## config.mk

```make
export PLATFORM = sky130hd
export DESIGN_NAME = max_weight_nonadjacent_select_core
export DESIGN_NICKNAME = d
export VERILOG_FILES = /design/src/hw/rtl/mwns_pkg.sv /design/src/hw/rtl/max_weight_nonadjacent_select_core.sv /design/src/hw/rtl/mwns_ram.sv
export VERILOG_INCLUDE_DIRS = /design/src /design/src/hw/rtl
export SDC_FILE = /design/constraint.sdc
export NUM_CORES = 1
export LEC_CHECK = 0
export ABC_AREA = 1
export BUFFER_PORTS_ARGS = -buffer_cell sky130_fd_sc_hd__buf_2
export CORE_MARGIN = 2
export CORE_UTILIZATION = 25
export CTS_CLUSTER_DIAMETER = 40
export CTS_CLUSTER_SIZE = 10
export DETAILED_ROUTE_END_ITERATION = 7
export PLACE_DENSITY = 0.44
export REMOVE_ABC_BUFFERS = 1
export SLEW_MARGIN = 20
export SYNTH_ARGS = -nofsm -noshare
export SYNTH_HDL_FRONTEND = slang
export SYNTH_SLANG_ARGS = --single-unit
```

## constraint.sdc

```tcl
create_clock -name clk -period 14.6 [get_ports clk]
set_input_delay 1.46 -clock clk [delete_from_list [all_inputs] [get_ports clk]]
set_output_delay 1.46 -clock clk [all_outputs]
set_load 0.005 [all_outputs]
```

## src/hw/rtl/max_weight_nonadjacent_select_core_defines.svh

```systemverilog
// ----------------------------------------------------------------------------
// Max weight non-adjacent select: assertion macros
// Shared property shapes for the core's concurrent checks.
// ----------------------------------------------------------------------------
`ifndef MAX_WEIGHT_NONADJACENT_SELECT_CORE_DEFINES_SVH
`define MAX_WEIGHT_NONADJACENT_SELECT_CORE_DEFINES_SVH

// Same-cycle implication, checked outside reset.
`define MWNS_ASSERT_NOW(label, ante, cons, msg) \
    label: assert property (@(posedge clk) disable iff (!rst_n) (ante) |-> (cons)) \
        else $error(msg);

// Next-cycle implication, checked outside reset.
`define MWNS_ASSERT_NEXT(label, ante, cons, msg) \
    label: assert property (@(posedge clk) disable iff (!rst_n) (ante) |=> (cons)) \
        else $error(msg);

`endif

```

## src/hw/rtl/mwns_pkg.sv

```systemverilog
// ----------------------------------------------------------------------------
// Max weight non-adjacent select: package
// Field widths, request and result types, sequencer states.
// ----------------------------------------------------------------------------
package mwns_pkg;

    localparam int WEIGHT_W = 16;
    localparam int POS_W    = 6;
    localparam int TOTAL_W  = 21;

    typedef struct packed {
        logic [WEIGHT_W-1:0] weight;
        logic                last;
    } request_t;

    typedef struct packed {
        logic [POS_W-1:0]   position;
        logic               chosen;
        logic [TOTAL_W-1:0] best_total;
        logic               truncated;
        logic               end_of_run;
    } result_t;

    typedef enum logic [2:0] {
        ST_IDLE,
        ST_TB_RD,
        ST_TB_CMP,
        ST_TB_TAKE,
        ST_TB_HI,
        ST_EMIT
    } state_t;

endpackage

```

## src/hw/rtl/max_weight_nonadjacent_select_core.sv

```systemverilog
// ----------------------------------------------------------------------------
// Max weight non-adjacent select core
// Best non-adjacent subset of a weight sequence, with traceback and emission.
// ----------------------------------------------------------------------------
// Usage:
//   Drive request (weight, last) with start high; a request is taken at a
//   rising edge where start is high and busy is low. While loading, busy
//   stays low and one weight is taken per cycle. Requests beyond MAX_ITEMS
//   are dropped and mark the run as truncated.
//   A request with last set closes the run: busy rises, the core walks the
//   prefix-best RAM back from the end (a skipped position passes the read and
//   compare states, a taken pair above position one also the take and
//   upper-value states), then reads the chosen-mark RAM once per position and
//   emits one result per cycle in ascending position order.
//   Each result sits on result for exactly one cycle, marked by
//   result_strobe; the receiver cannot stall, so the core never waits.
//   busy falls in the cycle of the final strobe, and a new run may start
//   at once.
//   Reset clears the sequencer, item count and truncation flag; the RAMs need
//   no clearing, as position zero of the best table is forced to zero on
//   read and traceback writes every mark of the run before it is emitted.
// ----------------------------------------------------------------------------
`include "max_weight_nonadjacent_select_core_defines.svh"

module max_weight_nonadjacent_select_core #(
    parameter int MAX_ITEMS = 32
) (
    input  logic               clk,
    input  logic               rst_n,
    input  logic               start,
    output logic               busy,
    input  mwns_pkg::request_t request,
    output logic               result_strobe,
    output mwns_pkg::result_t  result
);

    // Count and index width: must hold MAX_ITEMS itself.
    localparam int CW = $clog2(MAX_ITEMS + 1);
    // Best RAM has MAX_ITEMS + 1 entries, mark RAM MAX_ITEMS entries.
    localparam int BA = CW;
    localparam int MA = (MAX_ITEMS > 1) ? $clog2(MAX_ITEMS) : 1;
    // Prefix bests never exceed MAX_ITEMS full-scale weights.
    localparam int BW = mwns_pkg::WEIGHT_W + $clog2(MAX_ITEMS + 1);

    mwns_pkg::state_t state_reg, state_next;

    logic [CW-1:0] count_reg, count_next;
    logic          ovf_reg, ovf_next;
    logic [BW-1:0] prev1_reg, prev1_next;
    logic [BW-1:0] prev2_reg, prev2_next;
    logic [BW-1:0] total_reg, total_next;
    logic [BW-1:0] hi_reg, hi_next;
    logic [CW-1:0] idx_reg, idx_next;
    logic          lo_zero_reg, lo_zero_next;

    // Result stage
    logic                             strobe_reg, strobe_next;
    logic [mwns_pkg::POS_W-1:0]       pos_reg, pos_next;
    logic [mwns_pkg::TOTAL_W-1:0]     out_total_reg, out_total_next;
    logic                             trunc_reg, trunc_next;
    logic                             eor_reg, eor_next;

    // RAM ports
    logic          best_we, best_re;
    logic [BA-1:0] best_waddr, best_raddr;
    logic [BW-1:0] best_wdata, best_rdata;
    logic          mark_we, mark_re;
    logic [MA-1:0] mark_waddr, mark_raddr;
    logic          mark_wdata, mark_rdata;

    logic          accept;
    logic          has_room;
    logic [BW-1:0] weight_ext;
    logic [BW-1:0] take_sum;
    logic [BW-1:0] new_best;
    logic [BW-1:0] cmp_lo;
    logic          cmp_equal;
    logic          emit_last;

    mwns_ram #(
        .WIDTH (BW),
        .DEPTH (MAX_ITEMS + 1)
    ) u_best_ram (
        .clk   (clk),
        .we    (best_we),
        .waddr (best_waddr),
        .wdata (best_wdata),
        .re    (best_re),
        .raddr (best_raddr),
        .rdata (best_rdata)
    );

    mwns_ram #(
        .WIDTH (1),
        .DEPTH (MAX_ITEMS)
    ) u_mark_ram (
        .clk   (clk),
        .we    (mark_we),
        .waddr (mark_waddr),
        .wdata (mark_wdata),
        .re    (mark_re),
        .raddr (mark_raddr),
        .rdata (mark_rdata)
    );

    assign busy       = (state_reg != mwns_pkg::ST_IDLE);
    assign accept     = start && !busy;
    assign has_room   = (count_reg < CW'(MAX_ITEMS));
    assign weight_ext = BW'(request.weight);
    assign take_sum   = prev2_reg + weight_ext;
    // Tie takes the item; either way the value is the same.
    assign new_best   = (prev1_reg > take_sum) ? prev1_reg : take_sum;
    // Entry zero of the prefix table reads as zero.
    assign cmp_lo     = lo_zero_reg ? '0 : best_rdata;
    assign cmp_equal  = (hi_reg == cmp_lo);
    assign emit_last  = ((idx_reg + CW'(1)) == count_reg);

    // Next-state logic
    always_comb
    begin
        state_next = state_reg;
        unique case (state_reg)
            mwns_pkg::ST_IDLE:
            begin
                if (accept && request.last)
                begin
                    state_next = mwns_pkg::ST_TB_RD;
                end
            end
            mwns_pkg::ST_TB_RD:
            begin
                state_next = (idx_reg == '0) ? mwns_pkg::ST_EMIT : mwns_pkg::ST_TB_CMP;
            end
            mwns_pkg::ST_TB_CMP:
            begin
                if (cmp_equal || !(idx_reg > CW'(1)))
                begin
                    state_next = mwns_pkg::ST_TB_RD;
                end
                else
                begin
                    state_next = mwns_pkg::ST_TB_TAKE;
                end
            end
            mwns_pkg::ST_TB_TAKE:
            begin
                state_next = mwns_pkg::ST_TB_HI;
            end
            mwns_pkg::ST_TB_HI:
            begin
                state_next = mwns_pkg::ST_TB_RD;
            end
            mwns_pkg::ST_EMIT:
            begin
                if (emit_last)
                begin
                    state_next = mwns_pkg::ST_IDLE;
                end
            end
            default:
            begin
                state_next = mwns_pkg::ST_IDLE;
            end
        endcase
    end

    // Datapath and RAM control
    always_comb
    begin
        count_next     = count_reg;
        ovf_next       = ovf_reg;
        prev1_next     = prev1_reg;
        prev2_next     = prev2_reg;
        total_next     = total_reg;
        hi_next        = hi_reg;
        idx_next       = idx_reg;
        lo_zero_next   = lo_zero_reg;
        strobe_next    = 1'b0;
        pos_next       = pos_reg;
        out_total_next = out_total_reg;
        trunc_next     = trunc_reg;
        eor_next       = eor_reg;

        best_we    = 1'b0;
        best_waddr = BA'(count_reg + CW'(1));
        best_wdata = new_best;
        best_re    = 1'b0;
        best_raddr = BA'(idx_reg - CW'(1));
        mark_we    = 1'b0;
        mark_waddr = MA'(idx_reg - CW'(1));
        mark_wdata = 1'b0;
        mark_re    = 1'b0;
        mark_raddr = MA'(idx_reg);

        unique case (state_reg)
            mwns_pkg::ST_IDLE:
            begin
                if (accept)
                begin
                    if (has_room)
                    begin
                        // Store the new prefix best and slide the window.
                        best_we    = 1'b1;
                        count_next = count_reg + CW'(1);
                        prev2_next = prev1_reg;
                        prev1_next = new_best;
                    end
                    else
                    begin
                        // Drop the weight, flag the run.
                        ovf_next = 1'b1;
                    end
                    if (request.last)
                    begin
                        total_next = has_room ? new_best : prev1_reg;
                        hi_next    = has_room ? new_best : prev1_reg;
                        idx_next   = has_room ? (count_reg + CW'(1)) : count_reg;
                    end
                end
            end
            mwns_pkg::ST_TB_RD:
            begin
                // Fetch best[i-1]; idx zero hands over to emission at position one.
                if (idx_reg != '0)
                begin
                    best_re      = 1'b1;
                    lo_zero_next = (idx_reg == CW'(1));
                end
            end
            mwns_pkg::ST_TB_CMP:
            begin
                mark_we = 1'b1;
                if (cmp_equal)
                begin
                    // Skip: best[i-1] becomes the new upper value.
                    mark_wdata = 1'b0;
                    hi_next    = cmp_lo;
                    idx_next   = idx_reg - CW'(1);
                end
                else
                begin
                    mark_wdata = 1'b1;
                    idx_next   = (idx_reg > CW'(1)) ? (idx_reg - CW'(2)) : '0;
                end
            end
            mwns_pkg::ST_TB_TAKE:
            begin
                // Clear the neighbour below a taken position, fetch the prefix best below that neighbour.
                mark_we      = 1'b1;
                mark_waddr   = MA'(idx_reg);
                mark_wdata   = 1'b0;
                best_re      = 1'b1;
                best_raddr   = BA'(idx_reg);
                lo_zero_next = (idx_reg == '0);
            end
            mwns_pkg::ST_TB_HI:
            begin
                hi_next = cmp_lo;
            end
            mwns_pkg::ST_EMIT:
            begin
                mark_re        = 1'b1;
                strobe_next    = 1'b1;
                pos_next       = mwns_pkg::POS_W'(idx_reg + CW'(1));
                out_total_next = mwns_pkg::TOTAL_W'(total_reg);
                trunc_next     = ovf_reg;
                eor_next       = emit_last;
                idx_next       = idx_reg + CW'(1);
                if (emit_last)
                begin
                    // Close the run and start empty.
                    count_next = '0;
                    ovf_next   = 1'b0;
                    prev1_next = '0;
                    prev2_next = '0;
                    idx_next   = '0;
                end
            end
            default:
            begin
                idx_next = '0;
            end
        endcase
    end

    always_ff @(posedge clk or negedge rst_n)
    begin
        if (!rst_n)
        begin
            state_reg  <= mwns_pkg::ST_IDLE;
            count_reg  <= '0;
            ovf_reg    <= 1'b0;
            prev1_reg  <= '0;
            prev2_reg  <= '0;
            idx_reg    <= '0;
            strobe_reg <= 1'b0;
        end
        else
        begin
            state_reg  <= state_next;
            count_reg  <= count_next;
            ovf_reg    <= ovf_next;
            prev1_reg  <= prev1_next;
            prev2_reg  <= prev2_next;
            idx_reg    <= idx_next;
            strobe_reg <= strobe_next;
        end
    end

    always_ff @(posedge clk)
    begin
        total_reg     <= total_next;
        hi_reg        <= hi_next;
        lo_zero_reg   <= lo_zero_next;
        pos_reg       <= pos_next;
        out_total_reg <= out_total_next;
        trunc_reg     <= trunc_next;
        eor_reg       <= eor_next;
    end

    assign result_strobe     = strobe_reg;
    assign result.position   = pos_reg;
    assign result.chosen     = mark_rdata;
    assign result.best_total = out_total_reg;
    assign result.truncated  = trunc_reg;
    assign result.end_of_run = eor_reg;

    `MWNS_ASSERT_NOW(a_count_in_range, 1'b1, count_reg <= CW'(MAX_ITEMS), "item count beyond capacity")
    `MWNS_ASSERT_NEXT(a_emit_strobes, state_reg == mwns_pkg::ST_EMIT, result_strobe, "emission cycle without a result")
    `MWNS_ASSERT_NEXT(a_last_marks_end, (state_reg == mwns_pkg::ST_EMIT) && emit_last, result.end_of_run && !busy, "final result not marked or core still busy")
    `MWNS_ASSERT_NOW(a_cmp_idx_nonzero, state_reg == mwns_pkg::ST_TB_CMP, idx_reg != '0, "traceback compare below position one")

endmodule

```

## src/hw/rtl/mwns_ram.sv

```systemverilog
// ----------------------------------------------------------------------------
// Max weight non-adjacent select: generic RAM
// One write port, one read port, read data registered.
// ----------------------------------------------------------------------------
module mwns_ram #(
    parameter int WIDTH = 8,
    parameter int DEPTH = 32
) (
    input  logic                                   clk,
    input  logic                                   we,
    input  logic [((DEPTH > 1) ? $clog2(DEPTH) : 1)-1:0] waddr,
    input  logic [WIDTH-1:0]                       wdata,
    input  logic                                   re,
    input  logic [((DEPTH > 1) ? $clog2(DEPTH) : 1)-1:0] raddr,
    output logic [WIDTH-1:0]                       rdata
);

    logic [WIDTH-1:0] mem_reg [DEPTH];
    logic [WIDTH-1:0] rdata_reg;

    always_ff @(posedge clk)
    begin
        if (we)
        begin
            mem_reg[waddr] <= wdata;
        end
        if (re)
        begin
            rdata_reg <= mem_reg[raddr];
        end
    end

    assign rdata = rdata_reg;

endmodule
```

==> results.json <==
{
  "run_status": "complete, no violations",
  "critPathCaptureType": "flip-flop",
  "internal_power_mw": 5.15,
  "cts_root_buf": "sky130_fd_sc_hd__clkbuf_16",
  "hold_path.class": "flip-flop to flip-flop",
  "die_h_um": 410,
  "final_period_minus_worst_setup_slack_ps": 5490,
  "num_vias": 28835,
  "grt_first_pass_wirelength_mm": 186,
  "critPathTopFamily": "simple AND/OR/NAND/NOR gates",
  "yosys-top-cells-area": "sky130_fd_sc_hd__edfxtp_1 62%, sky130_fd_sc_hd__nand2_1 20%, sky130_fd_sc_hd__dfrtp_1 3.7%",
  "cp.required_ps": 14770,
  "switching_share_pct": 20.8,
  "post_route_cells_drive_above_1_share_pct": 10.3,
  "timing.critical_path.slowest_stage_cell": "sky130_fd_sc_hd__clkinv_1",
  "ctsLongestPathBuffers": 3,
  "timing.critical_path.mode_cell": "sky130_fd_sc_hd__nand2_1",
  "cellPowerDensity_nw_per_um2": 132,
  "worstPathMaxFanout": 33,
  "clockPowerShare_pct": 54.9,
  "worst_setup_ep": "u_best_ram.mem_reg[3][5]$_DFFE_PP_",
  "syn-instance-count": 4227,
  "start_util_pct": 25.2,
  "r2r_slack_ps": 9560,
  "ys_async_sr_fraction_pct": 6.67,
  "ys_types": 41,
  "worst_ep_arrival_ps": 5660,
  "max_freq_ghz": 0.182,
  "synth.most_common_cell": "sky130_fd_sc_hd__nand2_1",
  "hold_violations": 0,
  "worstPathCellList": "buf_2, ha_1, inv_1, fa_1, inv_1, nand3_1, nand2_1, nand2_1, nand2_1, nand2_1, nand2_1, nand2_1, nand2_1, inv_1, ha_1, nand2_1, nor2_1, nand2_1, nor2_1, nand2_1, nand3_1, nand2_2, o21ai_0, clkinv_1",
  "static-leakage-power_nw": 20.7,
  "finalWeightedCongestion": 0.827,
  "drt.antenna.violating_nets": 0,
  "clk_pin_slew_ps": 50,
  "remaining_drc_errors": 0,
  "placement.cell_area_um2": 44000,
  "yosysWarningCount": 0,
  "cts_hold_repair.buffers": 0,
  "setup.worst_path.class": "primary input to flip-flop",
  "power_switching_mw": 1.35,
  "min-delay-start": "total_reg[0]$_DFFE_PP_",
  "finish.utilization_pct": 30.1,
  "vias_per_cell": 4.36,
  "postCtsSetupBuffers": 0,
  "post-dp-hpwl_mm": 71.0,
  "reg_to_reg_critical_path_startpoint": "prev2_reg[0]$_DFFE_PN0P_",
  "power.share.combinational_pct": 1.1,
  "period_share_pct": 37.6,
  "timing.critical_path.from": "request[1]",
  "critPathMaxStageDelay_ps": 910,
  "cts_inserted_buffers": 147,
  "worstSetupStartpointType": "primary input",
  "nets_final": 4388,
  "ctsHtreeMaxLevel": 4,
  "stdcell_area_um2": 49100,
  "worst_case_clock_skew_ps": 22.2,
  "max_slew.worst_pin.slew_ps": 1110,
  "io_buffers": 51,
  "netlist_area_um2": 41200,
  "reg2reg_depth": 23,
  "ys_top_cells_by_count": "2188 x sky130_fd_sc_hd__nand2_1, 854 x sky130_fd_sc_hd__edfxtp_1, 233 x sky130_fd_sc_hd__nand3_1",
  "final_wirelength_mm": 126,
  "global_route.overflow_total": 0,
  "routed_wire_length_per_instance_um": 19.0,
  "clk_latency_ps": 780,
  "setup-violations-final": 0,
  "cts_sinks": 915,
  "peakVddDrop_uv": 79.7,
  "avgSynthCellArea_um2": 9.74,
  "chipWidth_um": 410,
  "cp_num_buf_inv": 5,
  "io_pins": 52,
  "cts_repair_resized_insts": 0,
  "postSynth.topFlopCell": "sky130_fd_sc_hd__edfxtp_1",
  "initial_antenna_violation_count": 5,
  "synth_seq_area_share_pct": 66.0,
  "count_of_flip_flops_with_a_built_in_enable_after_synthesis": 854,
  "postSynthRegisterBits": 915,
  "finalSetupTns_ps": 0,
  "max_cap_viol_count": 0,
  "timing.final.max_slew_violations": 0,
  "area_growth_syn_to_fin_pct": 19.2,
  "grtUsageTotal_pct": 14.8,
  "grt_max_degree": 82,
  "library_cell_with_the_largest_summed_area_after_synthesis": "sky130_fd_sc_hd__edfxtp_1",
  "slew-limit-headroom_pct": 25.8,
  "worstReg2RegEnd": "u_best_ram.mem_reg[3][5]$_DFFE_PP_",
  "die_area_um2": 168000,
  "seq_power_share_pct": 44.0,
  "grt_pass1_vias": 27415,
  "drt_iter0_drc": 2090,
  "largest_register_ffs": 726,
  "coreArea_um2": 163000,
  "cts_tree": "done",
  "critical_path_depth": 24,
  "core.rowCount": 148,
  "drtPass1Iterations": 5,
  "rsz0062_at_grt": "no",
  "synth_top_area_share_pct": 62.3
}
==> stage by stage <==
stage / hold WS [ps] / total power [mW] / cells / setup WS (ps)
floorplan: 400 / 2.94 / 4049 / 3550
global placement: 413 / 2.98 / 6347 / 8230
detailed placement: 413 / 2.98 / 6347 / 8250
CTS: 425 / 6.58 / 6610 / 9080
global route: 441 / 6.69 / 6611 / 8580
finish: 425 / 6.50 / 6611 / 9110
==> how the worst min path moves through the flow <==
stage	to	slack, ps	cells past startpoint
detailed placement	out_total_reg[0]$_DFFE_PP_	410	0
CTS	out_total_reg[0]$_DFFE_PP_	430	0
global route	out_total_reg[13]$_DFFE_PP_	440	0
global placement	out_total_reg[1]$_DFFE_PP_	410	0
finish	out_total_reg[0]$_DFFE_PP_	430	0
floorplan	out_total_reg[0]$_DFFE_PP_	400	0
==> logic make-up (layout without fill, tap and decap cells) <==
family / count (synthesis) / after routing / synth area share [%]
AOI/OAI and AO/OA: 127 / 127 / 1.71
xor gates and xnor gates: 19 / 19 / 0.404
adders and majority gates: 47 / 47 / 1.45
buffers and inverters: 392 / 600 / 4.18
DFF: 915 / 915 / 66.0
other: 0 / 1 / 0
and+or+nand+nor: 2727 / 2727 / 26.3
==> power groups by stage <==
stage | Combinational (mW) | Clock, mW | Sequential (mW)
after floorplan | 0.0309 | 0 | 2.91
after global placement | 0.0703 | 0 | 2.91
after detailed placement | 0.0716 | 0 | 2.91
after CTS | 0.0721 | 3.64 | 2.86
after global routing | 0.0780 | 3.76 | 2.86
final | 0.0706 | 3.57 | 2.86
==> layout make-up <==
type	count	area (um^2)
Antenna cell	1	2.50
Clock buffer	175	3840
Clock inverter	88	1210
Fill cell	16855	114000
Inverter	214	806
Multi-Input combinational cell	2920	12500
Sequential cell	915	27200
Tap cell	2175	2720
Timing Repair Buffer	123	796
==> layer usage <==
| metal | GRT usage, % | part of all wire, % |
|---|---|---|
| met4 | 4.60 | 2.6 |
| met2 | 23.4 | 45 |
| met1 | 20.5 | 47 |
| met3 | 2.75 | 5.0 |
| met5 | 0 | 0 |
==> cells in the final DEF (no fill, tap or decap), types with 13 or more instances in the layout <==
master and instances:
sky130_fd_sc_hd__a21oi_1 23, sky130_fd_sc_hd__nor2_2 21, sky130_fd_sc_hd__clkinv_1 21, sky130_fd_sc_hd__and2_1 13
sky130_fd_sc_hd__bufinv_16 22, sky130_fd_sc_hd__nor2_4 25, sky130_fd_sc_hd__buf_2 51, sky130_fd_sc_hd__clkbuf_16 149
sky130_fd_sc_hd__nor2_1 168, sky130_fd_sc_hd__buf_4 72, sky130_fd_sc_hd__clkbuf_1 25, sky130_fd_sc_hd__nand3_1 233
sky130_fd_sc_hd__ha_1 46, sky130_fd_sc_hd__clkinv_2 14, sky130_fd_sc_hd__or2_2 43, sky130_fd_sc_hd__xor2_1 14
sky130_fd_sc_hd__inv_1 201, sky130_fd_sc_hd__dfrtp_1 61, sky130_fd_sc_hd__edfxtp_1 854, sky130_fd_sc_hd__nand2_1 2184
sky130_fd_sc_hd__nand4_1 15, sky130_fd_sc_hd__o21ai_0 70
(Power assumes the default switching activity.)
